## config.mk

```make
export PLATFORM = sky130hd
export DESIGN_NAME = bsdo_seq
export DESIGN_NICKNAME = d
export VERILOG_FILES = /design/src/hdl/bsdo_pkg.sv /design/src/hdl/bsdo_seq.sv
export VERILOG_INCLUDE_DIRS = /design/src /design/src/hdl
export SDC_FILE = /design/constraint.sdc
export NUM_CORES = 1
export LEC_CHECK = 0
export ABC_AREA = 1
export BUFFER_PORTS_ARGS = -buffer_cell sky130_fd_sc_hd__buf_2
export CORE_MARGIN = 1
export CORE_UTILIZATION = 40
export CTS_BUF_LIST = sky130_fd_sc_hd__clkbuf_4 sky130_fd_sc_hd__clkbuf_8 sky130_fd_sc_hd__clkbuf_16
export DETAILED_ROUTE_END_ITERATION = 10
export GPL_TIMING_DRIVEN = 0
export PLACE_DENSITY = 0.72
export SETUP_SLACK_MARGIN = 0.05
export SYNTH_ARGS = -nofsm -noshare
export SYNTH_HDL_FRONTEND = slang
export SYNTH_SLANG_ARGS = --single-unit
```

## constraint.sdc

```tcl
create_clock -name i_clk -period 4.27 [get_ports i_clk]
set_input_delay 0 -clock i_clk [delete_from_list [all_inputs] [get_ports i_clk]]
set_output_delay 0 -clock i_clk [all_outputs]
set_load 0.05 [all_outputs]
```

## src/hdl/bucket_sorted_degree_order_top_assert.svh

```systemverilog
// Assertion macros shared by the degree order block.
// Each macro expects i_clk and i_rst_n in the scope where it is used.
`ifndef BUCKET_SORTED_DEGREE_ORDER_TOP_ASSERT_SVH
`define BUCKET_SORTED_DEGREE_ORDER_TOP_ASSERT_SVH

// Same-cycle implication.
`define BSDO_ASSERT_NOW(label, ante, cons, msg) \
    label: assert property (@(posedge i_clk) disable iff (!i_rst_n) (ante) |-> (cons)) \
        else $error(msg);

// Next-cycle implication.
`define BSDO_ASSERT_NEXT(label, ante, cons, msg) \
    label: assert property (@(posedge i_clk) disable iff (!i_rst_n) (ante) |=> (cons)) \
        else $error(msg);

`endif

```

## src/hdl/bsdo_pkg.sv

```systemverilog
// Package for the degree order block: widths, payload types, step names and
// the microcode table. No dependencies.
package bsdo_pkg;

    localparam int NODE_COUNT = 1024;
    localparam int MAX_DEGREE = 255;
    localparam int NODE_W     = $clog2(NODE_COUNT);
    localparam int DEG_W      = $clog2(MAX_DEGREE + 1);
    localparam int BS_DEPTH   = MAX_DEGREE + 1;
    localparam int BS_W       = $clog2(NODE_COUNT + 1);
    localparam int TOPC_W     = 11;
    localparam int SUM_W      = 18;
    localparam int STEP_W     = 4;

    typedef struct packed {
        logic              kind;
        logic [NODE_W-1:0] node;
    } t_in;

    typedef struct packed {
        logic [NODE_W-1:0] top_node;
        logic [DEG_W-1:0]  max_degree;
        logic [SUM_W-1:0]  top_sum;
        logic              bad_request;
    } t_out;

    typedef enum logic [STEP_W-1:0] {
        ST_IDLE,
        ST_RDDEG,
        ST_CHECK,
        ST_RDNAP,
        ST_WRA,
        ST_WRB,
        ST_RDTOP,
        ST_RDTDEG,
        ST_EMIT,
        ST_CLEAR
    } t_step;

    typedef enum logic [1:0] {
        W_NONE,
        W_CLEAR,
        W_A,
        W_B
    } t_wsel;

    typedef enum logic [2:0] {
        J_NEXT,
        J_WAIT,
        J_BAD,
        J_CLEAR,
        J_GOTO
    } t_jump;

    typedef struct packed {
        logic  latch_dp;
        logic  latch_s;
        logic  upd_sum;
        t_wsel wsel;
        logic  nap_rd_q;
        logic  deg_rd_top;
        logic  latch_top;
        logic  emit;
        t_jump jump;
        t_step target;
    } t_ctl;

    typedef struct packed {
        t_ctl              ctl;
        logic              accept;
        logic [NODE_W-1:0] clr_idx;
    } t_drv;

    function automatic t_ctl ucode(t_step s);
        t_ctl c;
        c = '{latch_dp: 1'b0, latch_s: 1'b0, upd_sum: 1'b0, wsel: W_NONE,
              nap_rd_q: 1'b0, deg_rd_top: 1'b0, latch_top: 1'b0, emit: 1'b0,
              jump: J_NEXT, target: ST_IDLE};
        case (s)
            ST_IDLE:   c.jump = J_WAIT;
            ST_RDDEG:  c.jump = J_NEXT;
            ST_CHECK: begin
                c.latch_dp = 1'b1;
                c.jump     = J_BAD;
                c.target   = ST_RDTOP;
            end
            ST_RDNAP: begin
                c.latch_s  = 1'b1;
                c.upd_sum  = 1'b1;
                c.nap_rd_q = 1'b1;
            end
            ST_WRA:    c.wsel = W_A;
            ST_WRB:    c.wsel = W_B;
            ST_RDTOP:  c.jump = J_NEXT;
            ST_RDTDEG: begin
                c.deg_rd_top = 1'b1;
                c.latch_top  = 1'b1;
            end
            ST_EMIT: begin
                c.emit   = 1'b1;
                c.jump   = J_GOTO;
                c.target = ST_IDLE;
            end
            ST_CLEAR: begin
                c.wsel   = W_CLEAR;
                c.jump   = J_CLEAR;
                c.target = ST_IDLE;
            end
            default: begin
                c.jump   = J_GOTO;
                c.target = ST_IDLE;
            end
        endcase
        return c;
    endfunction

endpackage

```

## src/hdl/bsdo_seq.sv

```systemverilog
// Microcode sequencer: step register, control table lookup, jumps and the
// clear-pass counter. Depends on bsdo_pkg and the assertion macro header.
`include "bucket_sorted_degree_order_top_assert.svh"

module bsdo_seq import bsdo_pkg::*; (
    input  logic i_clk,
    input  logic i_rst_n,
    input  logic start,
    input  logic i_bad,
    output logic busy,
    output t_drv o_drv
);

    t_step             r_step, n_step;
    logic [NODE_W-1:0] r_clr, n_clr;
    t_ctl              ctl;
    logic              clr_last;
    logic              accept;

    assign ctl      = ucode(r_step);
    assign clr_last = (r_clr == NODE_W'(NODE_COUNT - 1));
    assign accept   = (r_step == ST_IDLE) && start;
    assign busy     = (r_step != ST_IDLE);

    always_ff @(posedge i_clk) begin
        if (!i_rst_n) begin
            r_step <= ST_CLEAR;
            r_clr  <= '0;
        end else begin
            r_step <= n_step;
            r_clr  <= n_clr;
        end
    end

    always_comb begin
        t_step step_inc;
        step_inc = t_step'(r_step + STEP_W'(1));
        n_step   = step_inc;
        n_clr    = r_clr;
        case (ctl.jump)
            J_NEXT: n_step = step_inc;
            J_WAIT: n_step = start ? step_inc : r_step;
            J_BAD:  n_step = i_bad ? ctl.target : step_inc;
            J_CLEAR: begin
                n_clr  = r_clr + NODE_W'(1);
                n_step = clr_last ? ctl.target : r_step;
            end
            J_GOTO: n_step = ctl.target;
            default: n_step = ST_IDLE;
        endcase
    end

    assign o_drv = '{ctl: ctl, accept: accept, clr_idx: r_clr};

    `BSDO_ASSERT_NEXT(a_emit_to_idle, r_step == ST_EMIT, r_step == ST_IDLE, "emit must return to idle")
    `BSDO_ASSERT_NEXT(a_clear_holds, (r_step == ST_CLEAR) && !clr_last, r_step == ST_CLEAR, "clear pass ended early")
    `BSDO_ASSERT_NEXT(a_accept_runs, accept, r_step == ST_RDDEG, "accepted transaction did not start")

endmodule

```

# Word level (Yosys, flattened, before mapping)
# Cells that the tools add are included.
# Widths: inputs -> output; s select.
dict set report word_totals {
  register_bits 14
  in_bits 4
  out_inout_bits 28
  word_cells 38
}
dict set report op_classes {
  n_addsub 2
  n_eq_ne 16
  mux 12
  reduce_logical 6
}
# op n
set op_table {}
lappend op_table {{$pmux 4 s5} 1}
lappend op_table {{$eq 4x3->1 const B} 4}
lappend op_table {{$mux 4} 3}
lappend op_table {{$pmux 3 s4} 1}
lappend op_table {{$add 10x1->10 const B} 1}
lappend op_table {{$eq 10x10->1 const B} 1}
lappend op_table {{$eq 4x2->1 const B} 2}
lappend op_table {{$eq 4x4->1 const B} 2}
lappend op_table {{$eq 3x2->1 const B} 2}
lappend op_table {{$pmux 2 s3} 1}
lappend op_table {{$reduce_or 6->1} 1}
lappend op_table {{$add 4x1->4 const B} 1}
lappend op_table {{$eq 4x1->1 const B} 1}
lappend op_table {{$logic_not 4->1} 1}
lappend op_table {{$mux 2} 2}
lappend op_table {{$ne 2x2->1 const B} 2}
lappend op_table {{$reduce_bool 4->1} 1}
lappend op_table {{$eq 3x1->1 const B} 1}
lappend op_table {{$eq 3x3->1 const B} 1}
lappend op_table {{$logic_not 3->1} 1}
lappend op_table {{$mux 1} 3}
lappend op_table {{$mux 3} 1}
lappend op_table {{$reduce_and 2->1} 1}
lappend op_table {{$logic_and 1x1->1} 1}

# Depth between registers and ports, before layout
dict set report depth {
  depth_word 6
  depth_mapped 12
  ltp_nobuf 12
}

# Worst setup path after synthesis
# Ideal clock, no wire load.
dict set report synth_path {
  kind {register to output}
  from {reg r_step[0]}
  to {out o_drv[24] (netlist name)}
  arrival_ns 2.157
  t_required_ns 4.270
  setup_slack_ns 2.113
  path_stages_with_launch 5
  n_path_buf 1
  cell_sequence {dfxtp_1 ha_1 inv_1 nor3_1 buf_4}
}
# item line
set synth_rtl {}
lappend synth_rtl {{start, declared} bsdo_seq.sv:14} ;# t_step r_step, n_step;
lappend synth_rtl {{start signal, assigned} bsdo_seq.sv:30} ;# r_step <= n_step;
lappend synth_rtl {{end, declared} bsdo_seq.sv:11} ;# output t_drv o_drv

==> impl_metrics.py <==
metrics = {
    "global_routing": {
        "grt_overflow": 0,
        "grt_pass1_wl_microns": 3640,
        "grt_max_degree": 11,
        "grt_pass1_vias": 863,
        "grt_use_total": 0.169,
        "antenna_found_initial": 0,
    },
    "synthesis": {
        "yosys-top-cells-area": "dfxtp_1, nand2_1, inv_1",
        "syn_inst": 168,
        "synth_xor_xnor_area_share": 0.0238,
        "synthMuxAreaShare": 0,
        "synth_warnings": 0,
        "synthTopCellsByCount": "nand2_1, inv_1, nor2_1, dfxtp_1, nand3_1",
        "syn_area_sq_um": 1110,
        "yosys.area_share.simple": 0.396,
        "synth-compound-area-share": 0.0939,
        "ys_seq_elements": 14,
        "yosysTopAreaCell": "dfxtp_1",
        "synth_top_area_share": 0.253,
        "synth_edf_count": 0,
        "async_flop_share": 0,
        "avgSynthCellArea_sq_um": 6.58,
        "synth-seq-area-share": 0.253,
        "yosysUniqueCellTypes": 28,
        "synth_ff_type": "dfxtp_1",
        "synth_fa_ha_area_frac": 0.0566,
        "post-synth-top-count-cell": "nand2_1",
        "synth_top_family_by_area": "simple AND/OR/NAND/NOR gates",
    },
    "drt": {
        "vias": 1099,
        "drt_iter0_drc": 16,
        "avgRoutedWirePerCell_microns": 9.87,
        "drc": 0,
        "route.final.wire_length_microns": 2280,
        "ant_nets": 0,
        "vias_per_cell": 4.76,
        "first_pass_iters": 4,
    },
    "layout": {
        "layout-drive-gt1-share": 0.284,
        "area_growth_syn_to_layout_pct": 19.7,
        "final_cells": 231,
        "antenna_cells": 0,
        "fin_nets": 211,
    },
    "clock_tree": {
        "root_buffer": "clkbuf_4",
        "h-tree-depth": 1,
        "ctsHoldBuffers": 0,
        "cts.sinks": 14,
        "numCtsBuffers": 3,
        "cts-resized-gates": 0,
        "cts_setup_buffers": 0,
        "tritoncts": "done",
        "insertion_delay_ns": 0.28,
        "clockBufferDepth": 2,
        "clkTransAtPathRegs_ns": 0.09,
    },
    "timing": {
        "max_freq_ghz": 0.561,
        "finalSetupTns_ns": 0,
        "slew_violations": 0,
        "final_hold_viol_count": 0,
        "fin_skew_ns": 0.000557,
        "min_period_over_period": 0.417,
        "rsz0062_at_grt": "no",
        "finalCriticalPeriod_ns": 1.78,
        "hold-worst-slack_ns": 0.133,
        "setup_viol": 0,
    },
    "setup_path": {
        "rr_endpoint": "r_step[1]",
        "end_kind": "output pin",
        "cp.required_ns": 4.27,
        "worstSetupEndpoint": "o_drv[17]",
        "crit_fanout": 7,
        "crit_type": "flip-flop to output pin",
        "startpoint": "r_step[0]",
        "arrival_ns": 1.78,
        "r2r_cells": 11,
        "timing.rr.start": "r_step[0]",
        "critPathLaunchType": "flip-flop",
        "r2r_slack_ns": 2.59,
    },
    "power": {
        "peakVddDrop_mv": 0.503,
        "p_per_area_nw_per_um2": 662,
        "total_power_mw": 0.876,
        "leakage_nw": 0.726,
    },
    "floorplanning": {
        "dieWidth_microns": 54.6,
        "die-area_sq_um": 2980,
        "coreArea_sq_um": 2540,
        "boundaryPins": 32,
        "fp.dieH_microns": 54.6,
        "rows": 18,
        "initial_core_util": 0.435,
    },
    "place": {
        "port_buffers": 28,
        "dp_hpwl_microns": 1800,
        "dp_cells": 227,
        "place.gp.congestion": 0.774,
    },
    "hold_path": {
        "hold_path_depth": 3,
        "hold_class": "primary input to flip-flop",
    },
    "status": {
        "status": "complete, no violations",
    },
    "flow_run": {
        "cap_violations": 0,
    },
}
[stage by stage]
stage	setup slack, ns	area [sq um]	util
after CTS	2.47	1320	0.520
final	2.49	1320	0.520
after floorplan	2.11	1110	-
after detailed placement	2.59	1290	0.506
after global routing	2.30	1320	0.520
after global placement	2.60	1290	0.506
[sequential cells by signal, summed over array words and instances (netlist names)]
register	flops
r_clr	10
r_step	4
[worst max-delay path, cell delays in order, from the launching register on]
cell	delay [ns]
dfxtp_1	0.40
inv_1	0.10
ha_1	0.24
nand2_2	0.15
nand2_4	0.09
nor2_1	0.09
nand2_1	0.11
inv_1	0.06
buf_2	0.25
[placed cells by master, fill, tap and decap left out, types with 2 or more instances in the layout]
| cell type | instances |
|---|---|
| nor2_2 | 2 |
| nor3_1 | 2 |
| buf_6 | 3 |
| o21ai_0 | 10 |
| buf_4 | 8 |
| a21oi_1 | 8 |
| inv_1 | 24 |
| xnor2_1 | 2 |
| clkbuf_4 | 3 |
| ha_1 | 5 |
| nand2_2 | 3 |
| nand3_1 | 14 |
| nor3_4 | 2 |
| conb_1 | 2 |
| nand2_1 | 36 |
| dfxtp_1 | 14 |
| buf_2 | 28 |
| nor2_1 | 21 |
| nand4_1 | 2 |
[worst min path at each step]
stage,from,end,slack (ns)
final,i_rst_n,r_clr[6],0.13
after global routing,i_rst_n,r_clr[4],0.16
after CTS,i_rst_n,r_clr[4],0.12
after floorplan,start,o_drv[10],0.26
after detailed placement,i_rst_n,r_clr[6],0.42
after global placement,i_rst_n,r_clr[4],0.42
[cell type report]
type / count / area, sq um
clock buffer: 4 / 36.3
multi-input combinational: 118 / 638
timing repair buffer: 28 / 140
fill: 286 / 1220
sequential: 14 / 280
inverter: 25 / 93.8
buffer: 12 / 97.6
tap: 30 / 37.5
[where the power goes]
| part | switching (mW) | internal, mW |
|---|---|---|
| registers | 0.0196 | 0.154 |
| clock network | 0.0447 | 0.0519 |
| logic | 0.437 | 0.168 |
| total | 0.502 | 0.375 |
[cells by family after synthesis]
family | count (synthesis)
XOR/XNOR | 3
buffers and inverters | 37
adder cells (fa/ha/maj) | 5
AO/OA/AOI/OAI | 20
other | 1
flip-flops | 14
AND/OR/NAND/NOR | 88
[routing by layer]
metal / track usage / part of all wire / up-vias
met3: 0.0194 / 0.046 / 2
met2: 0.291 / 0.46 / 32
met1: 0.206 / 0.48 / 478
li1: - / - / 587
met4: 0.0812 / 0.0083 / 0
met5: 0 / 0 / -
No activity file was read; power rests on OpenSTA's default activity.
